<file path="config.mk">
export PLATFORM = sky130hd
export DESIGN_NAME = mqtd_sched
export DESIGN_NICKNAME = d
export VERILOG_FILES = /design/src/design/mqtd_pkg.sv /design/src/design/mqtd_sched.sv
export SDC_FILE = /design/constraint.sdc
export NUM_CORES = 1
export LEC_CHECK = 0
export ABC_AREA = 1
export BUFFER_PORTS_ARGS = -buffer_cell sky130_fd_sc_hd__buf_2
export CAP_MARGIN = 20
export CORE_ASPECT_RATIO = 0.8
export CORE_MARGIN = 4
export CORE_UTILIZATION = 53
export DETAILED_ROUTE_END_ITERATION = 10
export GPL_ROUTABILITY_DRIVEN = 0
export PLACE_DENSITY = 0.84
export SKIP_LAST_GASP = 1
export SYNTH_ARGS = -nofsm -noshare
export SYNTH_HDL_FRONTEND = slang
export SYNTH_SLANG_ARGS = --single-unit
</file>
<file path="constraint.sdc">
create_clock -name clk -period 10.97 [get_ports clk]
set_clock_uncertainty 0.1 [all_clocks]
set_input_delay 1.6455 -clock clk [delete_from_list [all_inputs] [get_ports clk]]
set_output_delay 1.6455 -clock clk [all_outputs]
set_load 0.01 [all_outputs]
</file>
<file path="src/design/mqtd_pkg.sv">
// Shared constants, codes and types of the multi-queue task dispatcher.
`default_nettype none

package mqtd_pkg;

    // Queue bank shape and field widths
    localparam int NUM_QUEUES          = 8;
    localparam int QIDX_W              = $clog2(NUM_QUEUES);
    localparam int QCNT_W              = 4;
    localparam int HANDLE_BITS         = 16;
    localparam int RND_BITS            = 16;
    localparam int DEFAULT_QUEUE_DEPTH = 64;

    // Stream payload widths, rounded up to whole bytes
    localparam int IN_TDATA_W  = ((HANDLE_BITS + QIDX_W + RND_BITS + 7) / 8) * 8;
    localparam int OUT_TDATA_W = ((QIDX_W + HANDLE_BITS + 7) / 8) * 8;

    // Configuration port
    localparam int CFG_IDX_W  = 2;
    localparam int CFG_DATA_W = 4;

    localparam logic [CFG_IDX_W-1:0] CFG_MODE   = 2'd0;
    localparam logic [CFG_IDX_W-1:0] CFG_QUEUES = 2'd1;
    localparam logic [CFG_IDX_W-1:0] CFG_STEAL  = 2'd2;

    // Request opcodes
    localparam logic OP_PUSH = 1'b0;
    localparam logic OP_POP  = 1'b1;

    // Push placement modes (code 3 behaves as round robin)
    localparam logic [1:0] MODE_RR     = 2'd0;
    localparam logic [1:0] MODE_LEAST  = 2'd1;
    localparam logic [1:0] MODE_RANDOM = 2'd2;

    localparam logic [QCNT_W-1:0] QUEUES_RESET = QCNT_W'(NUM_QUEUES);

    typedef enum logic [1:0] {
        STAT_PUSHED = 2'd0,
        STAT_POPPED = 2'd1,
        STAT_EMPTY  = 2'd2,
        STAT_FULL   = 2'd3
    } status_t;

    typedef enum logic {
        S_IDLE   = 1'b0,
        S_RESULT = 1'b1
    } fsm_state_t;

    // Scheduler decision handed to the control logic
    typedef struct packed {
        status_t           status;
        logic [QIDX_W-1:0] queue;
    } sched_res_t;

endpackage

`default_nettype wire

</file>
<file path="src/design/mqtd_sched.sv">
// Queue selection: push placement (round robin, least loaded, random) and pop scan.
`default_nettype none

module mqtd_sched #(
    parameter int QUEUE_DEPTH = mqtd_pkg::DEFAULT_QUEUE_DEPTH
) (
    input  wire logic                           clk,
    input  wire logic                           rst_n,
    input  wire logic                           accept,
    input  wire logic [1:0]                     mode,
    input  wire logic [mqtd_pkg::QCNT_W-1:0]    queues_in_use,
    input  wire logic                           stealing,
    input  wire logic                           opcode,
    input  wire logic [mqtd_pkg::QIDX_W-1:0]    worker,
    input  wire logic [mqtd_pkg::RND_BITS-1:0]  rnd,
    input  wire logic [$clog2(QUEUE_DEPTH+1)-1:0] cnt [mqtd_pkg::NUM_QUEUES],
    output mqtd_pkg::sched_res_t                res
);

    import mqtd_pkg::*;

    localparam int CNT_W = $clog2(QUEUE_DEPTH + 1);

    // x mod 3: base 4 digits sum to the same residue
    function automatic logic [1:0] mod3_16(input logic [15:0] x);
        logic [4:0] s1;
        logic [2:0] s2;
        logic [2:0] s3;
        s1 = '0;
        for (int k = 0; k < 8; k++)
        begin
            s1 = s1 + 5'(x[2*k +: 2]);
        end
        s2 = 3'(s1[1:0]) + 3'(s1[3:2]) + 3'(s1[4]);
        s3 = 3'(s2[1:0]) + 3'(s2[2]);
        return (s3 >= 3'd3) ? 2'(s3 - 3'd3) : s3[1:0];
    endfunction

    // x mod 5: base 16 digits
    function automatic logic [2:0] mod5_16(input logic [15:0] x);
        logic [5:0] s1;
        logic [4:0] s2;
        logic [4:0] s3;
        logic [4:0] r;
        s1 = '0;
        for (int k = 0; k < 4; k++)
        begin
            s1 = s1 + 6'(x[4*k +: 4]);
        end
        s2 = 5'(s1[3:0]) + 5'(s1[5:4]);
        s3 = 5'(s2[3:0]) + 5'(s2[4]);
        priority if (s3 >= 5'd15)
        begin
            r = s3 - 5'd15;
        end
        else if (s3 >= 5'd10)
        begin
            r = s3 - 5'd10;
        end
        else if (s3 >= 5'd5)
        begin
            r = s3 - 5'd5;
        end
        else
        begin
            r = s3;
        end
        return r[2:0];
    endfunction

    // x mod 6 from x mod 3 and the parity of x
    function automatic logic [2:0] mod6_16(input logic [15:0] x);
        logic [1:0] r3;
        r3 = mod3_16(x);
        return (r3[0] == x[0]) ? 3'(r3) : 3'(r3) + 3'd3;
    endfunction

    // x mod 7: base 8 digits
    function automatic logic [2:0] mod7_16(input logic [15:0] x);
        logic [5:0] s1;
        logic [3:0] s2;
        logic [3:0] s3;
        s1 = 6'(x[15]);
        for (int k = 0; k < 5; k++)
        begin
            s1 = s1 + 6'(x[3*k +: 3]);
        end
        s2 = 4'(s1[2:0]) + 4'(s1[5:3]);
        s3 = 4'(s2[2:0]) + 4'(s2[3]);
        return (s3 >= 4'd7) ? 3'(s3 - 4'd7) : s3[2:0];
    endfunction

    logic [QCNT_W-1:0] n_act;
    logic [QIDX_W-1:0] rr_reg;
    logic [QIDX_W-1:0] rr_next;
    logic [QIDX_W-1:0] rr_pick;
    logic [QCNT_W-1:0] rr_inc;
    logic [QIDX_W-1:0] least_pick;
    logic [CNT_W-1:0]  least_cnt;
    logic [QIDX_W-1:0] rand_pick;
    logic [QIDX_W-1:0] push_q;
    logic [QIDX_W-1:0] steal_q;
    logic              steal_found;
    logic              own_ok;
    logic              rr_mode;

    // Active queue count, clamped to 1..NUM_QUEUES
    always_comb
    begin
        if (queues_in_use == '0)
        begin
            n_act = QCNT_W'(1);
        end
        else if (queues_in_use > QCNT_W'(NUM_QUEUES))
        begin
            n_act = QCNT_W'(NUM_QUEUES);
        end
        else
        begin
            n_act = queues_in_use;
        end
    end

    // Round robin: stale pointer falls back to queue 0
    always_comb
    begin
        rr_pick = (QCNT_W'(rr_reg) < n_act) ? rr_reg : '0;
        rr_inc  = QCNT_W'(rr_pick) + QCNT_W'(1);
        rr_next = (rr_inc == n_act) ? '0 : rr_inc[QIDX_W-1:0];
    end

    // Least loaded, strict less-than so the lowest index wins ties
    always_comb
    begin
        least_pick = '0;
        least_cnt  = cnt[0];
        for (int i = 1; i < NUM_QUEUES; i++)
        begin
            if ((QCNT_W'(i) < n_act) && (cnt[i] < least_cnt))
            begin
                least_pick = QIDX_W'(i);
                least_cnt  = cnt[i];
            end
        end
    end

    // Random value modulo the active count
    always_comb
    begin
        unique case (n_act)
            4'd1:    rand_pick = '0;
            4'd2:    rand_pick = {2'b00, rnd[0]};
            4'd3:    rand_pick = {1'b0, mod3_16(rnd)};
            4'd4:    rand_pick = {1'b0, rnd[1:0]};
            4'd5:    rand_pick = mod5_16(rnd);
            4'd6:    rand_pick = mod6_16(rnd);
            4'd7:    rand_pick = mod7_16(rnd);
            default: rand_pick = rnd[2:0];
        endcase
    end

    always_comb
    begin
        rr_mode = 1'b0;
        unique case (mode)
            MODE_LEAST:  push_q = least_pick;
            MODE_RANDOM: push_q = rand_pick;
            default:
            begin
                push_q  = rr_pick;
                rr_mode = 1'b1;
            end
        endcase
    end

    // Pop: own queue first, then the first non-empty other active queue
    always_comb
    begin
        own_ok      = (QCNT_W'(worker) < n_act) && (cnt[worker] != '0);
        steal_found = 1'b0;
        steal_q     = worker;
        for (int i = 0; i < NUM_QUEUES; i++)
        begin
            if (!steal_found && (QCNT_W'(i) < n_act) && (QIDX_W'(i) != worker)
                && (cnt[i] != '0))
            begin
                steal_found = 1'b1;
                steal_q     = QIDX_W'(i);
            end
        end
    end

    always_comb
    begin
        if (opcode == OP_PUSH)
        begin
            res.queue  = stealing ? push_q : '0;
            res.status = (cnt[res.queue] == CNT_W'(QUEUE_DEPTH)) ? STAT_FULL : STAT_PUSHED;
        end
        else if (!stealing)
        begin
            res.queue  = '0;
            res.status = (cnt[0] != '0) ? STAT_POPPED : STAT_EMPTY;
        end
        else if (own_ok)
        begin
            res.queue  = worker;
            res.status = STAT_POPPED;
        end
        else
        begin
            res.queue  = steal_q;
            res.status = steal_found ? STAT_POPPED : STAT_EMPTY;
        end
    end

    always_ff @(posedge clk or negedge rst_n)
    begin
        if (!rst_n)
        begin
            rr_reg <= '0;
        end
        else if (accept && (opcode == OP_PUSH) && stealing && rr_mode)
        begin
            rr_reg <= rr_next;
        end
    end

endmodule

`default_nettype wire
</file>
==> metrics.txt, run 1 <==
Critical Path RT 9.22 ns; Post-synth top flop dfrtp_1; YS warnings 0; arrival time at the worst endpoint a little over 9 ns; Avg WL per Cell roughly 15 um; GRT Overall Usage 0.246; largest cells by area after synthesis ha_1 (17%), fa_1 (14%), nand2_1 (13%), inv_1 (10%), nand3_1 (9.3%); Place WS -0.227 ns; Final WS setup -0.00514 ns; Die H approximately 95 um; die width roughly 120 um; final period utilization 1.00; DRT Pass-1 Iters 6; M1 GR Usage 0.380; detailed placer's ending HPWL 12.0 mm; Post-DRT Antenna Nets 0; FFs w/ async S/R, synth 1.00; Synth top cells by count nand2_1 (171), inv_1 (134), nand3_1 (93); port bufs 90; peak supply drop roughly 0.29 mV; Power Dens Cells between 200 and 300 nW/um^2; I/O Pins between 90 and 100; drt drc 0; RSZ-0062 raised after global routing yes; cts hold-fix bufs 0; Post-Syn Instances between 700 and 800; Core Util, Final 0.719; Final nets 1102; vias per cell roughly 5.6; Largest register FFs 3; final setup fails 2; Min Hold Slack 0.514 ns; TritonCTS Buffers 3; most common cell in the netlist nand2_1; Root Driver clkbuf_16; Slew HR 0.389; actual slew at the worst max-slew pin 0.908 ns; Leak approximately 3.4 nW; Area Growth Syn to Fin 31.0%; cell mode on critical path nand2_4; clock slew at reported path FFs 0.03 ns; Core Rows 31; syn_area_per_cell 6.36 um^2; syn_nets ~980; Worst path slowest cell ha_1; starting density of the core 0.549; Worst-Skew Late Latency ~0.22 ns; Post-synth EDFFs 0; failing checks negative setup slack; Die Footprint around 11000 um^2; fmax ~91 MHz; FF+latch count, synth 3; post-synthesis cell type count 55; min cycle time layout about 11 ns; Clock Path Buffers 2; Max-Cap Viols 0; Synth area leader ha_1; critical path endpoint category output port; DR vias slightly below 6000; post-synthesis sequential area ratio 0.0150; post-synth top area share 0.173; H-tree Lvls 1; CP Launch Type input port; critical path type in2out; CTS tree built; Post-Route WL 15.5 mm; r2r setup slk roughly 8.1 ns; Max Slew Vio Count 0; critical path fanouts, max 8; Final Hold Fails 0; first-pass GRT wire length 22.6 mm; placed cell area slightly below 6000 um^2; layout cells sized above 1 0.299; grt ovf 0; Core ar. 9110 um^2; Iter 0 DRT Violations between 600 and 700; met2 GRT Util 0.383; met3 usage 0.0301; outcome finished, violations left; Antenna diodes 0; clk sink count 3; number of global-route vias before repair 4994; Synth Cell Area between 5000 and 6000 um^2; final instance area ~6600 um^2; Hold WC Path Type reg2reg; gr busiest metal met2; fill cell total of the finished layout roughly 710; largest net degree at the start of global routing 11; initial antenna violation count 0; CP max stage delay about 0.33 ns
logic make-up after synthesis:
logic type                 Yosys count  share of synthesized area
DFF                                  3                     0.0150
buffers and inverters              145                      0.116
and+or+nand+nor                    411                      0.390
AOI/OAI and AO/OA                  108                      0.140
adders and majority gates          103                      0.309
xor gates and xnor gates            16                     0.0280
muxes                                1                    0.00200
worst max-delay path, delay by kind of cell:
kind            cells  cell delay (ns)
compound gates     13             2.19
simple gates       35             3.13
fa+ha+maj           6             1.67
buf+inv             5             0.60
per-layer routing:
layer,part of all wire,wire (um),vias up
li1,-,-,2846
met1,0.43,6620,2586
met2,0.45,6960,308
met3,0.10,1550,41
met4,0.023,363,0
met5,0,0,-
cell usage in the layout, fill, tap and decap left out, types with 22 or more instances in the layout:
master / netlist / layout
nand2_1: 171 / 139
inv_1: 134 / 129
buf_2: 2 / 84
nand3_1: 93 / 82
nor2_1: 67 / 59
ha_1: 69 / 56
buf_4: 1 / 39
nand2_2: 20 / 34
fa_1: 34 / 34
nand2_4: 5 / 22
worst paths after layout:
check                      cells after the start  startpoint   endpoint
max in group asynchronous                      1       rst_n  rr_reg[0]
min in group asynchronous                      1       rst_n  rr_reg[1]
setup / recovery                              59     cnt[55]     res[4]
hold / removal                                 2   rr_reg[1]  rr_reg[1]
hold reg to reg                                2   rr_reg[1]  rr_reg[1]
setup reg to reg                              13   rr_reg[1]  rr_reg[0]
final cells by class:
| cell class | instances | area (um^2) | area share |
|---|---|---|---|
| tap | 115 | 144 | 0.0220 |
| sequential | 3 | 75.1 | 0.0115 |
| clock buffer | 4 | 78.8 | 0.0120 |
| timing repair buffer | 127 | 762 | 0.116 |
| multi-input combinational | 641 | 4970 | 0.758 |
| inverter | 137 | 527 | 0.0804 |
power breakdown:
group          internal, mW  switching [mW]
clock network        0.0479         0.00913
logic                 0.642           0.952
registers            0.0163         0.00280
total                 0.707           0.964
repair_timing:
| action | in CTS | in global routing |
|---|---|---|
| gates cloned | 2 | 0 |
| buffers inserted | 6 | 14 |
| gates resized for setup | 9 | 114 |
| setup endpoints to repair | 4 | 5 |
| pin swaps | 9 | 64 |
stage by stage:
step | setup TNS [ns] | total power, mW | cells
finish | -0.00714 | 1.67 | 1027
detailed placement | -0.621 | 1.44 | 1001
floorplan | -0.341 | 1.16 | 787
global route | -1.47 | 1.87 | 1027
global placement | 0 | 1.38 | 1001
CTS | 0 | 1.53 | 1013
Power figures use the tool's default switching activity.
==> run 2: changes to the inputs <==
--- a/config.mk
+++ b/config.mk
@@ -14,6 +14,7 @@
 export DETAILED_ROUTE_END_ITERATION = 10
 export GPL_ROUTABILITY_DRIVEN = 0
 export PLACE_DENSITY = 0.84
+export SETUP_SLACK_MARGIN = 0.02
 export SKIP_LAST_GASP = 1
 export SYNTH_ARGS = -nofsm -noshare
 export SYNTH_HDL_FRONTEND = slang
==> metrics.txt, run 2 (same netlist as run 1, synthesis figures left out) <==
Core ar. 9110 um^2 (unchanged); die width 117 um (unchanged); fmax 90.6 MHz (-0.52%); critical path endpoint category output port; clk sink count 3 (unchanged); CP Launch Type input port; actual slew at the worst max-slew pin 0.919 ns (+0.0104 ns); Clock Path Buffers 2 (unchanged); detailed placer's ending HPWL 12.0 mm (unchanged); I/O Pins 91 (unchanged); Final nets 1102 (unchanged); cell mode on critical path nand2_4; H-tree Lvls 1 (unchanged); Hold WC Path Type reg2reg; final period utilization 1.01 (+0.00528); min cycle time layout 11.03 ns (+0.0579 ns); Slew HR 0.382 (-0.00702); layout cells sized above 1 0.299 (unchanged); Avg WL per Cell 15.0 um (-0.86%); Core Rows 31 (unchanged); peak supply drop 0.284 mV (-0.63%); Cell Count Post-Placement 1001 (unchanged); final setup fails 2 (unchanged); cts hold-fix bufs 0 (unchanged); Post-Route WL 15.4 mm (-0.86%); Clk pwr share 0.034 (about the same); Leak 3.39 nW (unchanged); Die H 94.9 um (unchanged); DR vias 5782 (+0.017%); DRT Pass-1 Iters 5 (-1); Root Driver clkbuf_16; initial antenna violation count 0 (unchanged); largest net degree at the start of global routing 11 (unchanged); Worst-Skew Late Latency 0.22 ns (about the same); Post-DRT Antenna Nets 0 (unchanged); Final WS setup -0.0630 ns (-0.0579 ns); first-pass GRT wire length 22.6 mm (unchanged); TritonCTS Buffers 3 (unchanged); Final Hold Fails 0 (unchanged); Power Dens Cells 255 nW/um^2 (about the same); Die Footprint 11100 um^2 (unchanged); Critical Path RT 9.22 ns (about the same); switching share of power 0.576 (-0.000669); Critical path buffers and inverters 7 (+2); GRT Overall Usage 0.246 (unchanged); Largest register FFs 3 (unchanged); Worst path slowest cell ha_1; CP max stage delay 0.33 ns (about the same); Iter 0 DRT Violations 526 (-17%); vias per cell 5.63 (about the same); fill cell total of the finished layout 708 (+0.28%); Setup TNS Final -0.123 ns (-0.116 ns); grt ovf 0 (unchanged); critical path fanouts, max 8 (unchanged); port bufs 90 (unchanged); Post-Layout Cell Count 1027 (unchanged); starting density of the core 0.549 (unchanged); P_int 707 uW (+0.11%); arrival time at the worst endpoint 9.29 ns (+0.06 ns); failing checks negative setup slack; number of global-route vias before repair 4994 (unchanged); Net Switching 962 uW (-0.16%); most frequent cells in the layout nand2_1 (139), inv_1 (129), buf_2 (84), nand3_1 (82), nor2_1 (59); Antenna diodes 0 (unchanged); Reg power frac 0.011 (about the same); Gate power share 0.954 (about the same); RSZ-0062 raised after global routing yes; CTS tree built; Max Slew Vio Count 0 (unchanged); clock slew at reported path FFs 0.03 ns (about the same); drt drc 0 (unchanged); Area Growth Syn to Fin 31.0% (unchanged); Crit path max-delay family simple AND/OR/NAND/NOR gates; critical path type in2out; Max-Cap Viols 0 (unchanged); Min Hold Slack 0.513 ns (-0.000680 ns); outcome finished, violations left; most common cell after layout, fill and taps aside nand2_1
run 2: cell counts in the layout (fill, tap and decap cells not counted):
Identical to the previous run, type by type.
run 2: per-layer routing:
layer	track usage	vias to the layer above	routed length, um
li1	-	2855	-
met1	0.380	2608	6680
met2	0.383	281	7030
met3	0.0301	38	1410
met4	0.0162	0	236
met5	0	-	0
run 2: per-stage QoR:
| step | power, mW | area (um^2) | worst slack (ns) | utilization |
|---|---|---|---|---|
| global placement | 1.38 | 5800 | 0.0323 | 0.636 |
| finish | 1.67 | 6560 | -0.0630 | 0.719 |
| global route | 1.87 | 6560 | -0.450 | 0.719 |
| detailed placement | 1.44 | 5800 | -0.227 | 0.636 |
| floorplan | 1.16 | 5160 | -0.156 | - |
| CTS | 1.54 | 5980 | 0.0207 | 0.656 |
run 2: worst paths after layout:
| kind | start | to | slack [ns] | cells past startpoint |
|---|---|---|---|---|
| worst max-delay path | cnt[55] | res[4] | -0.06 | 60 |
| worst min-delay path | rr_reg[1] | rr_reg[1] | 0.51 | 2 |
| worst max register to register | rr_reg[1] | rr_reg[0] | 8.13 | 13 |
| worst min register to register | rr_reg[1] | rr_reg[1] | 0.51 | 2 |
| max in group asynchronous | rst_n | rr_reg[0] | 9.55 | 1 |
| min in group asynchronous | rst_n | rr_reg[1] | 1.11 | 1 |
run 2: what timing repair did:
| item | 4_1_cts | 5_1_grt |
|---|---|---|
| endpoints found under the hold margin | 0 | 0 |
| setup endpoints to repair | 4 | 5 |
| pin swaps | 9 | 64 |
| setup buffers | 6 | 14 |
| cloned | 2 | 0 |
| gates resized for setup | 11 | 112 |
run 2: power groups by stage:
stage | Sequential (mW) | Clock, mW | Combinational (mW)
after floorplan | 0.0185 | 0 | 1.14
after global placement | 0.0191 | 0 | 1.36
after detailed placement | 0.0192 | 0 | 1.42
after CTS | 0.0191 | 0.0583 | 1.46
after global routing | 0.0199 | 0.0596 | 1.79
final | 0.0191 | 0.0570 | 1.59
run 2: cell type report:
cell class | instances | area (um^2) | area share
sequential | 3 | 75.1 | 0.0115
inverter | 137 | 527 | 0.0804
clock buffer | 4 | 78.8 | 0.0120
timing repair buffer | 127 | 762 | 0.116
tap | 115 | 144 | 0.0220
multi-input combinational | 641 | 4970 | 0.758
run 2: worst register-to-register path: stages (launching register included):
cell	delay, ns
dfrtp_1	0.37
ha_1	0.29
o21a_1	0.10
o21ai_0	0.15
a21oi_1	0.12
nor2_1	0.17
ha_1	0.28
xor2_1	0.16
o21bai_1	0.16
a221oi_1	0.22
o21ai_0	0.17
a31o_2	0.25
nand3_1	0.06
o21ai_0	0.10
==> run 3: changes to the inputs <==
--- a/config.mk
+++ b/config.mk
@@ -13,6 +13,7 @@
 export CORE_UTILIZATION = 53
 export DETAILED_ROUTE_END_ITERATION = 10
 export GPL_ROUTABILITY_DRIVEN = 0
+export MAX_ROUTING_LAYER = met4
 export PLACE_DENSITY = 0.84
 export SETUP_SLACK_MARGIN = 0.02
 export SKIP_LAST_GASP = 1
==> metrics.txt, run 3 (same netlist as run 1, synthesis figures left out) <==
port bufs 90 (unchanged); actual slew at the worst max-slew pin 0.897 ns (-0.0218 ns); Worst R2R Start rr_reg[1]; fill cell total of the finished layout 708 (unchanged); final setup fails 4 (+2); cts hold-fix bufs 0 (unchanged); Post-Route WL 15.4 mm (+0.29%); Leak 3.39 nW (unchanged); Avg WL per Cell 15.0 um (+0.29%); Max Slew Vio Count 0 (unchanged); initial antenna violation count 0 (unchanged); fmax 90.5 MHz (-0.17%); Core Rows 31 (unchanged); critical path fanouts, max 8 (unchanged); Final nets 1102 (unchanged); number of global-route vias before repair 4988 (-0.12%); Iter 0 DRT Violations 556 (+5.7%); failing checks negative setup slack; critical path type in2out; die width 117 um (unchanged); arrival time at the worst endpoint 9.31 ns (+0.02 ns); DR vias 5793 (+0.19%); Worst path slowest cell ha_1; Critical path buffers and inverters 7 (unchanged); Crit path max-delay family simple AND/OR/NAND/NOR gates; CTS tree built; Post-Layout Cell Count 1027 (unchanged); final total power 1.67 mW (about the same); GRT Overall Usage 0.254 (+0.00724); Root Driver clkbuf_16; Core ar. 9110 um^2 (unchanged); Min Hold Slack 0.513 ns (+0.000151 ns); final period utilization 1.01 (+0.00173); first-pass GRT wire length 22.6 mm (about the same); detailed placer's ending HPWL 12.0 mm (unchanged); total area of sequential cells 75.1 um^2 (unchanged); largest net degree at the start of global routing 11 (unchanged); clock slew at reported path FFs 0.03 ns (about the same); outcome finished, violations left; TritonCTS Buffers 3 (unchanged); Hold Crit Start rr_reg[1]; Final Hold Fails 0 (unchanged); Power Dens Cells 255 nW/um^2 (about the same); most frequent cells in the layout nand2_1 (139), inv_1 (129), buf_2 (84), nand3_1 (82), nor2_1 (59); most common cell after layout, fill and taps aside nand2_1; layout cells sized above 1 0.299 (unchanged); Die Footprint 11100 um^2 (unchanged); H-tree Lvls 1 (unchanged); Critical path origin cnt[55]; Worst-Skew Late Latency 0.22 ns (about the same); Slew HR 0.396 (+0.0146); RSZ-0062 raised after global routing yes; CP Launch Type input port; Cell Count Post-Placement 1001 (unchanged); grt ovf 0 (unchanged); Critical Path RT 9.22 ns (about the same); min cycle time layout 11.05 ns (+0.0190 ns); Die H 94.9 um (unchanged); clk sink count 3 (unchanged); Antenna diodes 0 (unchanged); footprint of the multi-input gates 4970 um^2 (unchanged); cell mode on critical path nand2_4; peak supply drop 0.284 mV (about the same); Hold WC Path Type reg2reg; I/O Pins 91 (unchanged); DRT Pass-1 Iters 7 (+2); Max-Cap Viols 0 (unchanged); critical path endpoint category output port; drt drc 0 (unchanged); starting density of the core 0.549 (unchanged); vias per cell 5.64 (+0.19%); Largest register FFs 3 (unchanged); CP max stage delay 0.33 ns (about the same); Clock Path Buffers 2 (unchanged); Final WS setup -0.0820 ns (-0.0190 ns); Post-DRT Antenna Nets 0 (unchanged); Area Growth Syn to Fin 31.0% (unchanged)
## run 3: worst reg2reg max path, stage by stage, from the launching register on
cell,delay (ns)
dfrtp_1,0.37
ha_1,0.28
o21a_1,0.10
o21ai_0,0.07
a21oi_1,0.22
nor2_1,0.11
ha_1,0.33
xor2_1,0.16
o21bai_1,0.15
a221oi_1,0.23
o21ai_0,0.17
a31o_2,0.25
nand3_1,0.06
o21ai_0,0.10
## run 3: power breakdown
| group | leakage, nW | internal [mW] | switching (mW) | total [mW] |
|---|---|---|---|---|
| sequential | 0.0381 | 0.0163 | 0.00286 | 0.0191 |
| clock | 0.0382 | 0.0479 | 0.00915 | 0.0570 |
| combinational | 3.32 | 0.643 | 0.949 | 1.59 |
## run 3: per-layer routing
layer | track usage | part of all wire
met1 | 0.382 | 0.43
met5 | - | 0
met4 | 0.0162 | 0.014
met3 | 0.0275 | 0.093
met2 | 0.382 | 0.46
## run 3: worst paths after layout
kind	endpoint	slack (ns)	cells past startpoint
max	res[4]	-0.08	60
min	rr_reg[1]	0.51	2
max reg2reg	rr_reg[0]	8.11	13
min reg2reg	rr_reg[1]	0.51	2
max in group asynchronous	rr_reg[0]	9.55	1
min in group asynchronous	rr_reg[1]	1.11	1
## run 3: through the flow
step | setup TNS [ns] | util | cell area (um^2) | setup slack, ns
after floorplan | -0.341 | - | 5160 | -0.156
after global placement | 0 | 0.636 | 5800 | 0.0323
after detailed placement | -0.621 | 0.636 | 5800 | -0.227
after CTS | 0 | 0.656 | 5980 | 0.0207
after global routing | -1.69 | 0.719 | 6560 | -0.450
final | -0.238 | 0.719 | 6560 | -0.0820
## run 3: final cells by class
type	count	share of cell area
Tap cell	115	0.0220
Inverter	137	0.0804
Clock buffer	4	0.0120
Timing Repair Buffer	127	0.116
Sequential cell	3	0.0115
Multi-Input combinational cell	641	0.758
## run 3: repair_timing
action	4_1_cts	5_1_grt
setup buffers	6	14
pin swaps	9	64
endpoints found under the setup margin	4	5
cloned	2	0
gates resized for setup	11	112
